--- src/sv/dsa_pkg.sv ---
// ----------------------------------------------------------------------------
// dsa_pkg
// Types, constants and zone-table helpers shared by the disk sector allocator.
// ----------------------------------------------------------------------------
package dsa_pkg;

   localparam int TRACK_W  = 6;
   localparam int SECTOR_W = 5;
   localparam int MAP_W    = 21;
   localparam int COUNT_W  = 5;
   localparam int ILV_W    = 5;

   localparam logic [TRACK_W-1:0] DIR_TRACK     = 6'd18;
   localparam logic [ILV_W-1:0]   ILV_RESET     = 5'd10;
   localparam logic [COUNT_W-1:0] DIR_RESET_CNT = 5'd17;

   typedef enum logic [1:0] {
      MODE_FIRST = 2'd0,
      MODE_NEXT  = 2'd1,
      MODE_TAKE  = 2'd2,
      MODE_FREE  = 2'd3
   } mode_type;

   typedef struct packed {
      mode_type                mode;
      logic [TRACK_W-1:0]      track;
      logic [SECTOR_W-1:0]     sector;
   } req_type;

   typedef struct packed {
      logic                    ok;
      logic [TRACK_W-1:0]      out_track;
      logic [SECTOR_W-1:0]     out_sector;
      logic [COUNT_W-1:0]      track_free_count;
   } rsp_type;

   typedef struct packed {
      logic [MAP_W-1:0]        free_map;
      logic [COUNT_W-1:0]      free_count;
   } entry_type;

   typedef struct packed {
      logic                    en;
      logic [TRACK_W-1:0]      track;
      entry_type               entry;
   } store_wr_type;

   // zone table: sectors per track
   function automatic logic [SECTOR_W-1:0] sectors_of(input logic [TRACK_W-1:0] track);
      logic [SECTOR_W-1:0] n;
      if (track <= 6'd17) begin
         n = 5'd21;
      end else if (track <= 6'd24) begin
         n = 5'd19;
      end else if (track <= 6'd30) begin
         n = 5'd18;
      end else begin
         n = 5'd17;
      end
      return n;
   endfunction

   // contents of a track right after reset
   function automatic entry_type reset_entry(input logic [TRACK_W-1:0] track);
      entry_type           e;
      logic [SECTOR_W-1:0] n;
      n = sectors_of(track);
      e.free_map   = ~({MAP_W{1'b1}} << n);
      e.free_count = n;
      if (track == DIR_TRACK) begin
         e.free_map   = e.free_map & ~MAP_W'(3);
         e.free_count = DIR_RESET_CNT;
      end
      return e;
   endfunction

endpackage

--- src/sv/dsa_track_store.sv ---
// ----------------------------------------------------------------------------
// dsa_track_store
// Per-track free map and free count memory, one read and one write port,
// registered read. Entries never written read back as their reset contents.
// ----------------------------------------------------------------------------
module dsa_track_store #(
   parameter int TRACKS = 35
) (
   input  logic                          clock,
   input  logic                          reset,
   input  logic [dsa_pkg::TRACK_W-1:0]   rd_track,
   output dsa_pkg::entry_type            rd_data,
   input  dsa_pkg::store_wr_type         wr
);

   localparam int AW = $clog2(TRACKS);

   dsa_pkg::entry_type               mem_ff [TRACKS];
   logic [TRACKS-1:0]                valid_ff;
   dsa_pkg::entry_type               rd_entry_ff;
   logic                             rd_vld_ff;
   logic [dsa_pkg::TRACK_W-1:0]      rd_track_ff;
   logic [AW-1:0]                    rd_idx;
   logic [AW-1:0]                    wr_idx;
   logic [dsa_pkg::TRACK_W-1:0]      rd_off;
   logic [dsa_pkg::TRACK_W-1:0]      wr_off;

   assign rd_off = rd_track - dsa_pkg::TRACK_W'(1);
   assign wr_off = wr.track - dsa_pkg::TRACK_W'(1);

   // out-of-range tracks read entry 0; the caller ignores that data
   always_comb begin
      if (rd_track >= dsa_pkg::TRACK_W'(1) && rd_track <= dsa_pkg::TRACK_W'(TRACKS)) begin
         rd_idx = rd_off[AW-1:0];
      end else begin
         rd_idx = '0;
      end
   end

   assign wr_idx = wr_off[AW-1:0];

   always_ff @(posedge clock) begin
      if (wr.en) begin
         mem_ff[wr_idx] <= wr.entry;
      end
      rd_entry_ff <= mem_ff[rd_idx];
      rd_track_ff <= rd_track;
   end

   always_ff @(posedge clock) begin
      if (reset) begin
         valid_ff  <= '0;
         rd_vld_ff <= 1'b0;
      end else begin
         if (wr.en) begin
            valid_ff[wr_idx] <= 1'b1;
         end
         rd_vld_ff <= valid_ff[rd_idx];
      end
   end

   assign rd_data = rd_vld_ff ? rd_entry_ff : dsa_pkg::reset_entry(rd_track_ff);

endmodule

--- src/sv/dsa_sector_pick.sv ---
// ----------------------------------------------------------------------------
// dsa_sector_pick
// Priority encoder over one track's free map: lowest free sector, optionally
// searching circularly from a start sector.
// ----------------------------------------------------------------------------
module dsa_sector_pick (
   input  logic [dsa_pkg::MAP_W-1:0]     free_map,
   input  logic [dsa_pkg::SECTOR_W-1:0]  start,
   input  logic                          use_start,
   output logic                          found,
   output logic [dsa_pkg::SECTOR_W-1:0]  sector
);

   logic [dsa_pkg::MAP_W-1:0] masked;

   function automatic logic [dsa_pkg::SECTOR_W-1:0] lowest(
      input logic [dsa_pkg::MAP_W-1:0] v
   );
      logic [dsa_pkg::SECTOR_W-1:0] idx;
      idx = '0;
      for (int i = dsa_pkg::MAP_W - 1; i >= 0; i--) begin
         if (v[i]) begin
            idx = dsa_pkg::SECTOR_W'(i);
         end
      end
      return idx;
   endfunction

   assign masked = free_map & ({dsa_pkg::MAP_W{1'b1}} << start);

   always_comb begin
      found = |free_map;
      if (use_start && (|masked)) begin
         sector = lowest(masked);
      end else begin
         sector = lowest(free_map);
      end
   end

endmodule

--- src/sv/disk_sector_allocator_unit.sv ---
// ----------------------------------------------------------------------------
// disk_sector_allocator_unit
// Free-sector bookkeeping for a zoned disk: allocate first, allocate next,
// allocate a given sector, free a given sector.
// ----------------------------------------------------------------------------
// Usage:
//   req channel (req_valid / req_stall / req_payload) takes one request with
//   mode, track and sector; rsp channel (rsp_valid / rsp_stall / rsp_payload)
//   returns exactly one result per request. csr port writes the interleave.
//   Each request passes a lookup step (registered track memory read), a
//   decision step and a reply step: explicit allocate, explicit free,
//   refused requests and hits on the request's own track go from the
//   decision step straight to the reply step, and the next request is
//   taken only after the reply step has loaded the output register.
//   Searches walk the other tracks through the shared sector picker, one
//   candidate track per cycle with the track memory read pipelined one
//   step ahead. The track memory's single read port sets that pace.
//   req_stall is high while a request is in work. A finished result waits in
//   the output register while the next request is already being worked on;
//   if the receiver stalls, the block holds the next result until the output
//   register frees up. Reset gives an empty disk with the directory track's
//   first two sectors in use and interleave 10; no clearing pass is needed.
// ----------------------------------------------------------------------------
module disk_sector_allocator_unit #(
   parameter int TRACKS = 35
) (
   input  logic                          clock,
   input  logic                          reset,
   input  logic                          req_valid,
   output logic                          req_stall,
   input  dsa_pkg::req_type              req_payload,
   output logic                          rsp_valid,
   input  logic                          rsp_stall,
   output dsa_pkg::rsp_type              rsp_payload,
   input  logic                          csr_valid,
   output logic                          csr_ready,
   input  logic [dsa_pkg::ILV_W-1:0]     csr_data
);

   localparam int REACH  = (TRACKS - 18 > 17) ? (TRACKS - 18) : 17;
   localparam int DIST_W = $clog2(REACH + 1);
   localparam logic [dsa_pkg::TRACK_W-1:0] LAST_TRACK = dsa_pkg::TRACK_W'(TRACKS);

   localparam logic [1:0] SEG_AWAY  = 2'd1;
   localparam logic [1:0] SEG_BACK  = 2'd2;
   localparam logic [1:0] SEG_OTHER = 2'd3;

   typedef enum logic [4:0] {
      ST_IDLE   = 5'b00001,
      ST_LOOKUP = 5'b00010,
      ST_DECIDE = 5'b00100,
      ST_SEARCH = 5'b01000,
      ST_REPLY  = 5'b10000
   } state_type;

   typedef struct packed {
      logic [dsa_pkg::TRACK_W-1:0] first;
      logic [dsa_pkg::TRACK_W-1:0] last;
      logic                        down;
   } seg_type;

   state_type                        state_ff, state_in;
   dsa_pkg::req_type                 req_ff, req_in;
   dsa_pkg::rsp_type                 res_ff, res_in;
   dsa_pkg::rsp_type                 rsp_ff;
   logic                             rsp_valid_ff;
   logic                             rsp_load;
   logic [dsa_pkg::ILV_W-1:0]        ilv_ff;

   logic                             gen_active_ff, gen_active_in;
   logic                             side_ff, side_in;
   logic [DIST_W-1:0]                dist_ff, dist_in;
   logic [1:0]                       seg_ff, seg_in;
   logic [dsa_pkg::TRACK_W-1:0]      cur_ff, cur_in;
   logic                             exam_valid_ff, exam_valid_in;
   logic [dsa_pkg::TRACK_W-1:0]      exam_track_ff, exam_track_in;

   logic [dsa_pkg::TRACK_W-1:0]      rd_track;
   dsa_pkg::entry_type               rd_data;
   dsa_pkg::store_wr_type            wr;

   logic                             pick_use_start;
   logic                             pick_found;
   logic [dsa_pkg::SECTOR_W-1:0]     pick_sector;
   logic [dsa_pkg::SECTOR_W-1:0]     start_sector;

   logic                             t_ok;
   logic                             sec_ok;
   logic                             bit_free;
   logic [dsa_pkg::MAP_W-1:0]        shifted;
   logic [dsa_pkg::MAP_W-1:0]        sec_bit;
   logic [dsa_pkg::SECTOR_W-1:0]     n_sec;
   logic [dsa_pkg::COUNT_W-1:0]      cnt_dec;
   logic [dsa_pkg::MAP_W-1:0]        pick_bit;

   logic [dsa_pkg::TRACK_W-1:0]      cand;
   logic                             cand_ok;
   logic                             gen_active_nx;
   logic                             side_nx;
   logic [DIST_W-1:0]                dist_nx;
   logic [1:0]                       seg_nx;
   logic [dsa_pkg::TRACK_W-1:0]      cur_nx;
   seg_type                          seg_cur;
   seg_type                          seg_next;
   seg_type                          seg_first;

   // search segments after the request's own track
   function automatic seg_type seg_bounds(input logic [1:0] seg,
                                          input logic [dsa_pkg::TRACK_W-1:0] t);
      seg_type b;
      logic    low;
      low = t < dsa_pkg::DIR_TRACK;
      case (seg)
         SEG_AWAY: begin
            if (low) begin
               b.first = t - dsa_pkg::TRACK_W'(1);
               b.last  = dsa_pkg::TRACK_W'(1);
               b.down  = 1'b1;
            end else begin
               b.first = t + dsa_pkg::TRACK_W'(1);
               b.last  = LAST_TRACK;
               b.down  = 1'b0;
            end
         end
         SEG_BACK: begin
            if (low) begin
               b.first = dsa_pkg::DIR_TRACK - dsa_pkg::TRACK_W'(1);
               b.last  = t + dsa_pkg::TRACK_W'(1);
               b.down  = 1'b1;
            end else begin
               b.first = dsa_pkg::DIR_TRACK + dsa_pkg::TRACK_W'(1);
               b.last  = t - dsa_pkg::TRACK_W'(1);
               b.down  = 1'b0;
            end
         end
         SEG_OTHER: begin
            if (low) begin
               b.first = dsa_pkg::DIR_TRACK + dsa_pkg::TRACK_W'(1);
               b.last  = LAST_TRACK;
               b.down  = 1'b0;
            end else begin
               b.first = dsa_pkg::DIR_TRACK - dsa_pkg::TRACK_W'(1);
               b.last  = dsa_pkg::TRACK_W'(1);
               b.down  = 1'b1;
            end
         end
         default: begin
            b.first = t;
            b.last  = t;
            b.down  = 1'b0;
         end
      endcase
      return b;
   endfunction

   dsa_track_store #(
      .TRACKS   (TRACKS)
   ) u_store (
      .clock    (clock),
      .reset    (reset),
      .rd_track (rd_track),
      .rd_data  (rd_data),
      .wr       (wr)
   );

   dsa_sector_pick u_pick (
      .free_map  (rd_data.free_map),
      .start     (start_sector),
      .use_start (pick_use_start),
      .found     (pick_found),
      .sector    (pick_sector)
   );

   // request track checks against the looked-up entry
   always_comb begin
      t_ok     = req_ff.track >= dsa_pkg::TRACK_W'(1) && req_ff.track <= LAST_TRACK;
      n_sec    = dsa_pkg::sectors_of(req_ff.track);
      sec_ok   = req_ff.sector < n_sec;
      shifted  = rd_data.free_map >> req_ff.sector;
      bit_free = shifted[0];
      sec_bit  = dsa_pkg::MAP_W'(1) << req_ff.sector;
      pick_bit = dsa_pkg::MAP_W'(1) << pick_sector;
      cnt_dec  = rd_data.free_count - dsa_pkg::COUNT_W'(1);
   end

   // start sector for next-sector allocation, wrapping with minus one
   always_comb begin
      logic [dsa_pkg::SECTOR_W:0] n6;
      logic [dsa_pkg::SECTOR_W:0] sum6;
      logic [dsa_pkg::SECTOR_W:0] w6;
      n6   = {1'b0, n_sec};
      sum6 = {1'b0, req_ff.sector} + {1'b0, ilv_ff};
      if (sum6 >= n6) begin
         w6 = sum6 - n6;
         if (w6 != '0) begin
            w6 = w6 - (dsa_pkg::SECTOR_W + 1)'(1);
         end
      end else begin
         w6 = sum6;
      end
      if (w6 >= n6) begin
         start_sector = '0;
      end else begin
         start_sector = w6[dsa_pkg::SECTOR_W-1:0];
      end
   end

   // candidate track generator
   always_comb begin
      logic [dsa_pkg::TRACK_W:0] lo7;
      logic [dsa_pkg::TRACK_W:0] hi7;
      lo7           = {1'b0, dsa_pkg::DIR_TRACK} - (dsa_pkg::TRACK_W + 1)'(dist_ff);
      hi7           = {1'b0, dsa_pkg::DIR_TRACK} + (dsa_pkg::TRACK_W + 1)'(dist_ff);
      seg_cur       = seg_bounds(seg_ff, req_ff.track);
      seg_next      = seg_bounds(seg_ff + 2'd1, req_ff.track);
      seg_first     = seg_bounds(SEG_AWAY, req_ff.track);
      gen_active_nx = gen_active_ff;
      side_nx       = side_ff;
      dist_nx       = dist_ff;
      seg_nx        = seg_ff;
      cur_nx        = cur_ff;
      if (req_ff.mode == dsa_pkg::MODE_FIRST) begin
         // outward from the directory track: below first, then above
         if (side_ff) begin
            cand    = hi7[dsa_pkg::TRACK_W-1:0];
            cand_ok = hi7 <= (dsa_pkg::TRACK_W + 1)'(TRACKS);
            side_nx = 1'b0;
            dist_nx = dist_ff + DIST_W'(1);
            if (dist_ff == DIST_W'(REACH)) begin
               gen_active_nx = 1'b0;
            end
         end else begin
            cand    = lo7[dsa_pkg::TRACK_W-1:0];
            cand_ok = (dsa_pkg::TRACK_W + 1)'(dist_ff) < {1'b0, dsa_pkg::DIR_TRACK};
            side_nx = 1'b1;
         end
      end else begin
         cand = cur_ff;
         if (seg_cur.down) begin
            cand_ok = cur_ff >= seg_cur.last;
         end else begin
            cand_ok = cur_ff <= seg_cur.last;
         end
         if (!cand_ok || cur_ff == seg_cur.last) begin
            if (seg_ff == SEG_OTHER) begin
               gen_active_nx = 1'b0;
            end else begin
               seg_nx = seg_ff + 2'd1;
               cur_nx = seg_next.first;
            end
         end else if (seg_cur.down) begin
            cur_nx = cur_ff - dsa_pkg::TRACK_W'(1);
         end else begin
            cur_nx = cur_ff + dsa_pkg::TRACK_W'(1);
         end
      end
   end

   // sequencer
   always_comb begin
      state_in       = state_ff;
      req_in         = req_ff;
      res_in         = res_ff;
      gen_active_in  = gen_active_ff;
      side_in        = side_ff;
      dist_in        = dist_ff;
      seg_in         = seg_ff;
      cur_in         = cur_ff;
      exam_valid_in  = 1'b0;
      exam_track_in  = exam_track_ff;
      rd_track       = req_ff.track;
      pick_use_start = 1'b0;
      rsp_load       = 1'b0;
      wr             = '0;
      case (state_ff)
         ST_IDLE: begin
            if (req_valid) begin
               req_in   = req_payload;
               state_in = ST_LOOKUP;
            end
         end
         ST_LOOKUP: begin
            state_in = ST_DECIDE;
         end
         ST_DECIDE: begin
            res_in.ok               = 1'b0;
            res_in.out_track        = req_ff.track;
            res_in.out_sector       = req_ff.sector;
            res_in.track_free_count = t_ok ? rd_data.free_count : '0;
            state_in                = ST_REPLY;
            wr.track                = req_ff.track;
            case (req_ff.mode)
               dsa_pkg::MODE_TAKE: begin
                  if (t_ok && sec_ok && bit_free) begin
                     wr.en                   = 1'b1;
                     wr.entry.free_map       = rd_data.free_map & ~sec_bit;
                     wr.entry.free_count     = cnt_dec;
                     res_in.ok               = 1'b1;
                     res_in.track_free_count = cnt_dec;
                  end
               end
               dsa_pkg::MODE_FREE: begin
                  if (t_ok && sec_ok && !bit_free) begin
                     wr.en                   = 1'b1;
                     wr.entry.free_map       = rd_data.free_map | sec_bit;
                     wr.entry.free_count     = rd_data.free_count + dsa_pkg::COUNT_W'(1);
                     res_in.ok               = 1'b1;
                     res_in.track_free_count = wr.entry.free_count;
                  end
               end
               dsa_pkg::MODE_NEXT: begin
                  if (t_ok && req_ff.track != dsa_pkg::DIR_TRACK) begin
                     pick_use_start = 1'b1;
                     if (pick_found) begin
                        wr.en                   = 1'b1;
                        wr.entry.free_map       = rd_data.free_map & ~pick_bit;
                        wr.entry.free_count     = cnt_dec;
                        res_in.ok               = 1'b1;
                        res_in.out_sector       = pick_sector;
                        res_in.track_free_count = cnt_dec;
                     end else begin
                        // own track full: walk the other tracks
                        gen_active_in = 1'b1;
                        seg_in        = SEG_AWAY;
                        cur_in        = seg_first.first;
                        state_in      = ST_SEARCH;
                     end
                  end
               end
               default: begin
                  gen_active_in = 1'b1;
                  side_in       = 1'b0;
                  dist_in       = DIST_W'(1);
                  state_in      = ST_SEARCH;
               end
            endcase
         end
         ST_SEARCH: begin
            // issue: read the next candidate while the previous one is examined
            if (gen_active_ff) begin
               rd_track      = cand;
               exam_valid_in = cand_ok;
               exam_track_in = cand;
               gen_active_in = gen_active_nx;
               side_in       = side_nx;
               dist_in       = dist_nx;
               seg_in        = seg_nx;
               cur_in        = cur_nx;
            end
            if (exam_valid_ff && pick_found) begin
               wr.en                   = 1'b1;
               wr.track                = exam_track_ff;
               wr.entry.free_map       = rd_data.free_map & ~pick_bit;
               wr.entry.free_count     = cnt_dec;
               res_in.ok               = 1'b1;
               res_in.out_track        = exam_track_ff;
               res_in.out_sector       = pick_sector;
               res_in.track_free_count = cnt_dec;
               gen_active_in           = 1'b0;
               exam_valid_in           = 1'b0;
               state_in                = ST_REPLY;
            end else if (!gen_active_ff && !exam_valid_ff) begin
               // disk full: failure result was prepared on entry
               state_in = ST_REPLY;
            end
         end
         ST_REPLY: begin
            if (!rsp_valid_ff || !rsp_stall) begin
               rsp_load = 1'b1;
               state_in = ST_IDLE;
            end
         end
         default: begin
            state_in = ST_IDLE;
         end
      endcase
   end

   always_ff @(posedge clock) begin
      if (reset) begin
         state_ff      <= ST_IDLE;
         rsp_valid_ff  <= 1'b0;
         ilv_ff        <= dsa_pkg::ILV_RESET;
         gen_active_ff <= 1'b0;
         exam_valid_ff <= 1'b0;
      end else begin
         state_ff      <= state_in;
         gen_active_ff <= gen_active_in;
         exam_valid_ff <= exam_valid_in;
         if (csr_valid && csr_ready) begin
            ilv_ff <= csr_data;
         end
         if (rsp_load) begin
            rsp_valid_ff <= 1'b1;
         end else if (!rsp_stall) begin
            rsp_valid_ff <= 1'b0;
         end
      end
   end

   always_ff @(posedge clock) begin
      req_ff        <= req_in;
      res_ff        <= res_in;
      side_ff       <= side_in;
      dist_ff       <= dist_in;
      seg_ff        <= seg_in;
      cur_ff        <= cur_in;
      exam_track_ff <= exam_track_in;
      if (rsp_load) begin
         rsp_ff <= res_ff;
      end
   end

   assign req_stall   = state_ff != ST_IDLE;
   assign rsp_valid   = rsp_valid_ff;
   assign rsp_payload = rsp_ff;
   assign csr_ready   = 1'b1;

`ifndef NO_ASSERTIONS
   a_rsp_from_reply: assert property (@(posedge clock) disable iff (reset)
      $rose(rsp_valid_ff) |-> $past(state_ff == ST_REPLY))
      else $error("result appeared without a reply step");

   a_write_track_valid: assert property (@(posedge clock) disable iff (reset)
      wr.en |-> (wr.track >= dsa_pkg::TRACK_W'(1) && wr.track <= LAST_TRACK))
      else $error("store write to a track outside the disk");

   a_exam_in_search: assert property (@(posedge clock) disable iff (reset)
      exam_valid_ff |-> state_ff == ST_SEARCH)
      else $error("search pipeline busy outside a search");

   a_ok_count_bound: assert property (@(posedge clock) disable iff (reset)
      (rsp_valid_ff && rsp_ff.ok) |->
         rsp_ff.track_free_count <= dsa_pkg::sectors_of(rsp_ff.out_track))
      else $error("free count exceeds sectors of track");

   a_accept_to_lookup: assert property (@(posedge clock) disable iff (reset)
      (req_valid && !req_stall) |=> state_ff == ST_LOOKUP)
      else $error("accepted transaction did not start a lookup");
`endif

endmodule
--- config.mk ---
export PLATFORM = sky130hd
export DESIGN_NAME = disk_sector_allocator_unit
export DESIGN_NICKNAME = d
export VERILOG_FILES = /design/src/sv/dsa_pkg.sv /design/src/sv/dsa_track_store.sv /design/src/sv/dsa_sector_pick.sv /design/src/sv/disk_sector_allocator_unit.sv
export SDC_FILE = /design/constraint.sdc
export NUM_CORES = 2
export LEC_CHECK = 0
export ABC_CLOCK_PERIOD_IN_PS = 7200
export BUFFER_PORTS_ARGS = -buffer_cell sky130_fd_sc_hd__buf_2
export CORE_MARGIN = 2
export CORE_UTILIZATION = 57
export CTS_CLUSTER_SIZE = 30
export DETAILED_ROUTE_END_ITERATION = 16
export PLACE_DENSITY = 0.76
export SLEW_MARGIN = 25
export SYNTH_ARGS = -nofsm -noshare
export SYNTH_HDL_FRONTEND = slang
export SYNTH_SLANG_ARGS = --single-unit
--- constraint.sdc ---
create_clock -name clock -period 7.2 [get_ports clock]
set_clock_uncertainty 0.1 [all_clocks]
set_input_delay 1.08 -clock clock [delete_from_list [all_inputs] [get_ports clock]]
set_output_delay 1.08 -clock clock [all_outputs]
set_load 0.05 [all_outputs]
After elaboration in Yosys (flattened, before gate mapping)
Memories as Yosys holds them, arrays and structs flattened. A register that Yosys moved wholly into a read port is not among the register bits. Cells that the tools add are included.

Add/sub/neg operators: 15. Multipliers: 0. Divide/modulo/power cells: 0. $lt $le $gt $ge: 21. Eq/ne operators: 38. Shift-type cells: 5. Mux-type cells: 148. Bitwise logic cells: 10. Reductions and logical operators: 35.

Operator list (count): $mux W5 (61); $mux W26 (5); $mux W6 (15); $pmux W26 S3 (1); $pmux W33 S2 (1); $and A21 B21 Y21 (3); $not A21 Y21 (3); $reduce_or A21 Y1 (2); $shl A1 B5 Y21 const A (2); $shl A21 B5 Y21 const A (2); $pmux W13 S3 (1); $le A6 B5 Y1 const B (6); $or A35 B35 Y35 (1); $pmux W17 S2 (1); $mux W33 (1); $mux W1 (32); $sub A6 B1 Y6 const B (5); $ne A2 B2 Y1 const B (14); $pmux W5 S5 (1); $or A21 B21 Y21 (1); $pmux W7 S3 (1); $shr A21 B5 Y1 (1); $mux W10 (2); $mux W2 (10); other kinds (58) (100).

Flip-flop bits (word level): 122. Bits in latches: 0. Memory bits (writable): 910. Bits in read-only memories: 0. Memories: 1.

Memories: u_store.mem_ff (depth 35, bits a word 26, rd ports 1, clocked after memory_dff 1, wr ports 1, RTL line dsa_track_store.sv:18) `dsa_pkg::entry_type mem_ff [TRACKS];`.

Longest topological paths before layout
Depth in word-level cells: 47. Gate-level depth with buffers: 31. Mapped depth without buffers: 27.

Modules after synthesis
From an unflattened synthesis, not the netlist that was laid out.

Cell total of the unflattened synthesis: 3578. Area total of the unflattened synthesis: 46836.2 µm².

Modules (own cells, without submodules): dsa_track_store (instances 1, cells each 2650, area each 39137.5 µm²); disk_sector_allocator_unit (instances 1, cells each 782, area each 6759.0 µm²); dsa_sector_pick (instances 1, cells each 146, area each 939.7 µm²).

Least setup slack after synthesis
No wires, ideal clock.

Path kind: reg2reg. Start point: register req_ff[5] (netlist name). End point: memory u_store.mem_ff[0][22] (netlist name), data pin. Setup time: 0.415 ns. Arrival: 7.136 ns. Data required time: 6.685 ns. Slack: -0.451 ns. Cell stages (with the launch flop): 30. Period minus slack after synthesis: 7.651 ns. Cells stage by stage: edfxtp_1 > clkbuf_1 > inv_1 > ha_1 > inv_1 > o2111ai_1 > ha_1 > fa_1 > xor2_1 > nand2_1 > a21oi_1 > and3_1 > a32oi_2 > and2_1 > buf_4 > inv_4 > ha_1 > nand2b_1 > a21o_1 > a221oi_1 > o211a_1 > a21oi_1 > nand2b_1 > o221ai_1 > and4_1 > buf_2 > a41oi_4 > o31ai_4 > nor2b_1 > a31oi_1.

RTL lines: from (decl) (RTL line disk_sector_allocator_unit.sv:63) `dsa_pkg::req_type req_ff, req_in;`; from (signal assigned) (RTL line disk_sector_allocator_unit.sv:402) `req_ff <= req_in;`; to (decl) (RTL line dsa_track_store.sv:18).

==> impl_metrics.yaml <==
place:
  place_hpwl_um: 77800
  pre_cts_slack_ns: -0.0306
  io_buffers: 41
  gp_congestion: 0.959
  dp.cells: 4849
critical_path:
  arrival_ns: 7.18
  worstPathRequired_ns: 7.46
  critPathKind: "reg2reg"
  worst-path-max-fanout: 19
  cp_slowest_cell: "fa_1"
  crit_family: "compound AO/OA/AOI/OAI gates"
  cp.buffers_inverters: 5
  worst_path_largest_cell_delay_ns: 0.44
  startpoint_type: "flip-flop"
  crit_path_end_kind: "flip-flop"
  cp_common_cell: "buf_4"
detailed_routing:
  drc_errors: 0
  wl_um: 139000
  first_iter_violations: 4965
  dr.pass1.iters: 9
  vias_per_cell: 6.77
  detail_route.wl_per_cell_um: 27.5
  vias: 34100
  postRouteAntennaNets: 0
sta:
  finalCriticalPeriod_ns: 6.92
  slew_viol_final: 0
  fin_crit_sh: 0.961
  worstMarginPinSlew_ns: 1.14
  hold_viol: 0
  slew_headroom: 0.242
  hold_ws_ns: 0.323
  setup_violations: 0
  setup_slack_ns: 0.282
  fmax_ghz: 0.145
clock_tree:
  cts-root-buf: "clkbuf_16"
  htree_num_levels: 3
  cts_tree: "built"
  clkLatencyLatePin_ns: 0.70
  clk_transition_reported_paths_ns: 0.06
  cts_buffers: 102
  holdBufCountCts: 0
  clockBufferDepth: 3
  cts_sinks: 1058
yosys:
  syn_inst: 3803
  yosysSeqAreaShare: 0.678
  synth_common_cells: "977 x edfxtp_1, 620 x nand2_1, 338 x nor2_1"
  synth_area_leaders: "edfxtp_1 64%, nand2_1 5.1%, dfxtp_1 3.6%"
  synth_cell_types: 92
  synth_largest_area_cell: "edfxtp_1"
  synth_area_um2: 45700
  synthFlopType: "edfxtp_1"
  syn_nets: 3872
  yosys.area.top_type_share: 0.642
  synth-edff-count: 977
  yosysMostFrequentCell: "edfxtp_1"
  synth-seq-cells: 1058
  synthArstFlopShare: 0
  synth.avg_cell_area_um2: 12.0
  yosys_warnings: 0
finish:
  drive_above_1_share: 0.131
  stdcell_count: 5040
  regArea_um2: 31000
  antenna_cells: 0
  syn2layout_area_growth_pct: 13.9
  fin_nets: 3973
  nFillCells: 5678
  multi_input_area_um2: 14000
global_routing:
  grt_max_degree: 175
  antenna_found_initial: 4
  grt_remaining_overflow: 0
  first_global_vias: 32400
  track_usage: 0.333
  grt_pass1_wl_um: 204000
die:
  rows: 103
  io_pins: 43
  die-area_um2: 82400
  fp.coreArea_um2: 79100
  initial_core_util: 0.577
  die_x_um: 287
  die_h_um: 287
power:
  power.density_nw_per_um2: 277
  p_leak_nw: 16.8
  peakVddDrop_mv: 0.278
status:
  outcome: "finished, final reports clean"
hold_path:
  worstHoldPathType: "reg2reg"
run:
  max_cap_violations: 0
registers in the layout (all words and copies together), names as in the netlist:
| signal | flops |
|---|---|
| u_store.rd_track_ff | 6 |
| rsp_payload | 17 |
| exam_track_ff | 6 |
| gen_active_ff | 1 |
| state_ff | 5 |
| u_store.rd_entry_ff | 26 |
| cur_ff | 6 |
| u_store.mem_ff | 910 |
| u_store.valid_ff | 35 |
| req_ff | 13 |
| dist_ff | 5 |
| res_ff | 17 |
| rsp_valid | 1 |
| seg_ff | 2 |
| ilv_ff | 5 |
| u_store.rd_vld_ff | 1 |
| side_ff | 1 |
| exam_valid_ff | 1 |
power by group:
group	switching [mW]	internal (mW)	leakage (nW)	total, mW
combinational	1.55	0.805	7.24	2.36
clock	2.32	2.97	1.62	5.29
sequential	0.0845	6.68	7.89	6.76
total	3.95	10.5	16.8	14.4
final cells by class:
cell class              instances  share of cell area
flip-flops and latches       1058               0.595
multi-input cells            2444               0.269
clock buffers                 139              0.0541
repair buffers                247              0.0428
well taps                    1050              0.0253
clock inverters                51             0.00996
inverters                      51             0.00378
final timing paths:
check	slack, ns	startpoint	endpoint	cells after the start
max	0.28	req_ff[0]$_DFFE_PP_	u_store.mem_ff[10][16]$_DFFE_PP_	29
min	0.32	res_ff[1]$_DFFE_PP_	rsp_payload[1]$_DFFE_PP_	0
max reg2reg	0.28	req_ff[0]$_DFFE_PP_	u_store.mem_ff[10][16]$_DFFE_PP_	29
min reg2reg	0.32	res_ff[1]$_DFFE_PP_	rsp_payload[1]$_DFFE_PP_	0
timing repair:
action | 4_1_cts | 5_1_grt
buffers inserted | 0 | 1
pin swaps | 0 | 2
setup endpoints to repair | 140 | 736
resized for setup | 2 | 21
layer usage:
metal  global-route usage  wire length (um)  vias to the layer above
met5                    0                45                        -
met4                0.162              7330                        6
met3               0.0759             17500                      431
met2                0.507             62300                     2476
met1                0.455             51400                    16600
li1                     -                 -                    14600
metrics by stage:
step | area (um^2) | total power, mW | utilization | setup TNS (ns)
floorplan | 45700 | 8.31 | - | -31.57
global placement | 48600 | 9.13 | 0.614 | 0
detailed placement | 48600 | 9.15 | 0.614 | -1.94
CTS | 51900 | 14.3 | 0.656 | 0
global route | 52000 | 14.8 | 0.657 | -0.965
finish | 52000 | 14.4 | 0.657 | 0
logic make-up after synthesis:
group,after synthesis,synth area share
compound gates,944,0.138
xor+xnor,29,0.00556
fa+ha+maj,46,0.0131
buf+inv,301,0.0252
flops,1058,0.678
mux,21,0.00581
other cells,1,0.0000821
simple gates,1403,0.135
cells in the final DEF (no fill, tap or decap), types with 12 or more instances in the layout:
cell / n
nor2b_1: 20
o221ai_1: 130
clkinv_2: 17
o21ai_2: 15
a21o_1: 15
buf_12: 38
a21oi_1: 142
inv_1: 47
nor2_1: 298
and2_1: 15
a211oi_1: 15
o21ai_0: 243
xor2_1: 13
nand3_1: 66
ha_1: 42
nor3_1: 177
clkinv_1: 19
and3_1: 63
o211ai_1: 16
nor2_2: 38
mux2i_1: 12
xnor2_1: 15
edfxtp_1: 977
dfxtp_1: 81
clkbuf_1: 27
nand2b_1: 24
clkbuf_16: 105
a31oi_1: 177
buf_4: 168
nand2_1: 614
buf_2: 41
a311oi_1: 57
No activity file was read; power rests on OpenSTA's default activity.
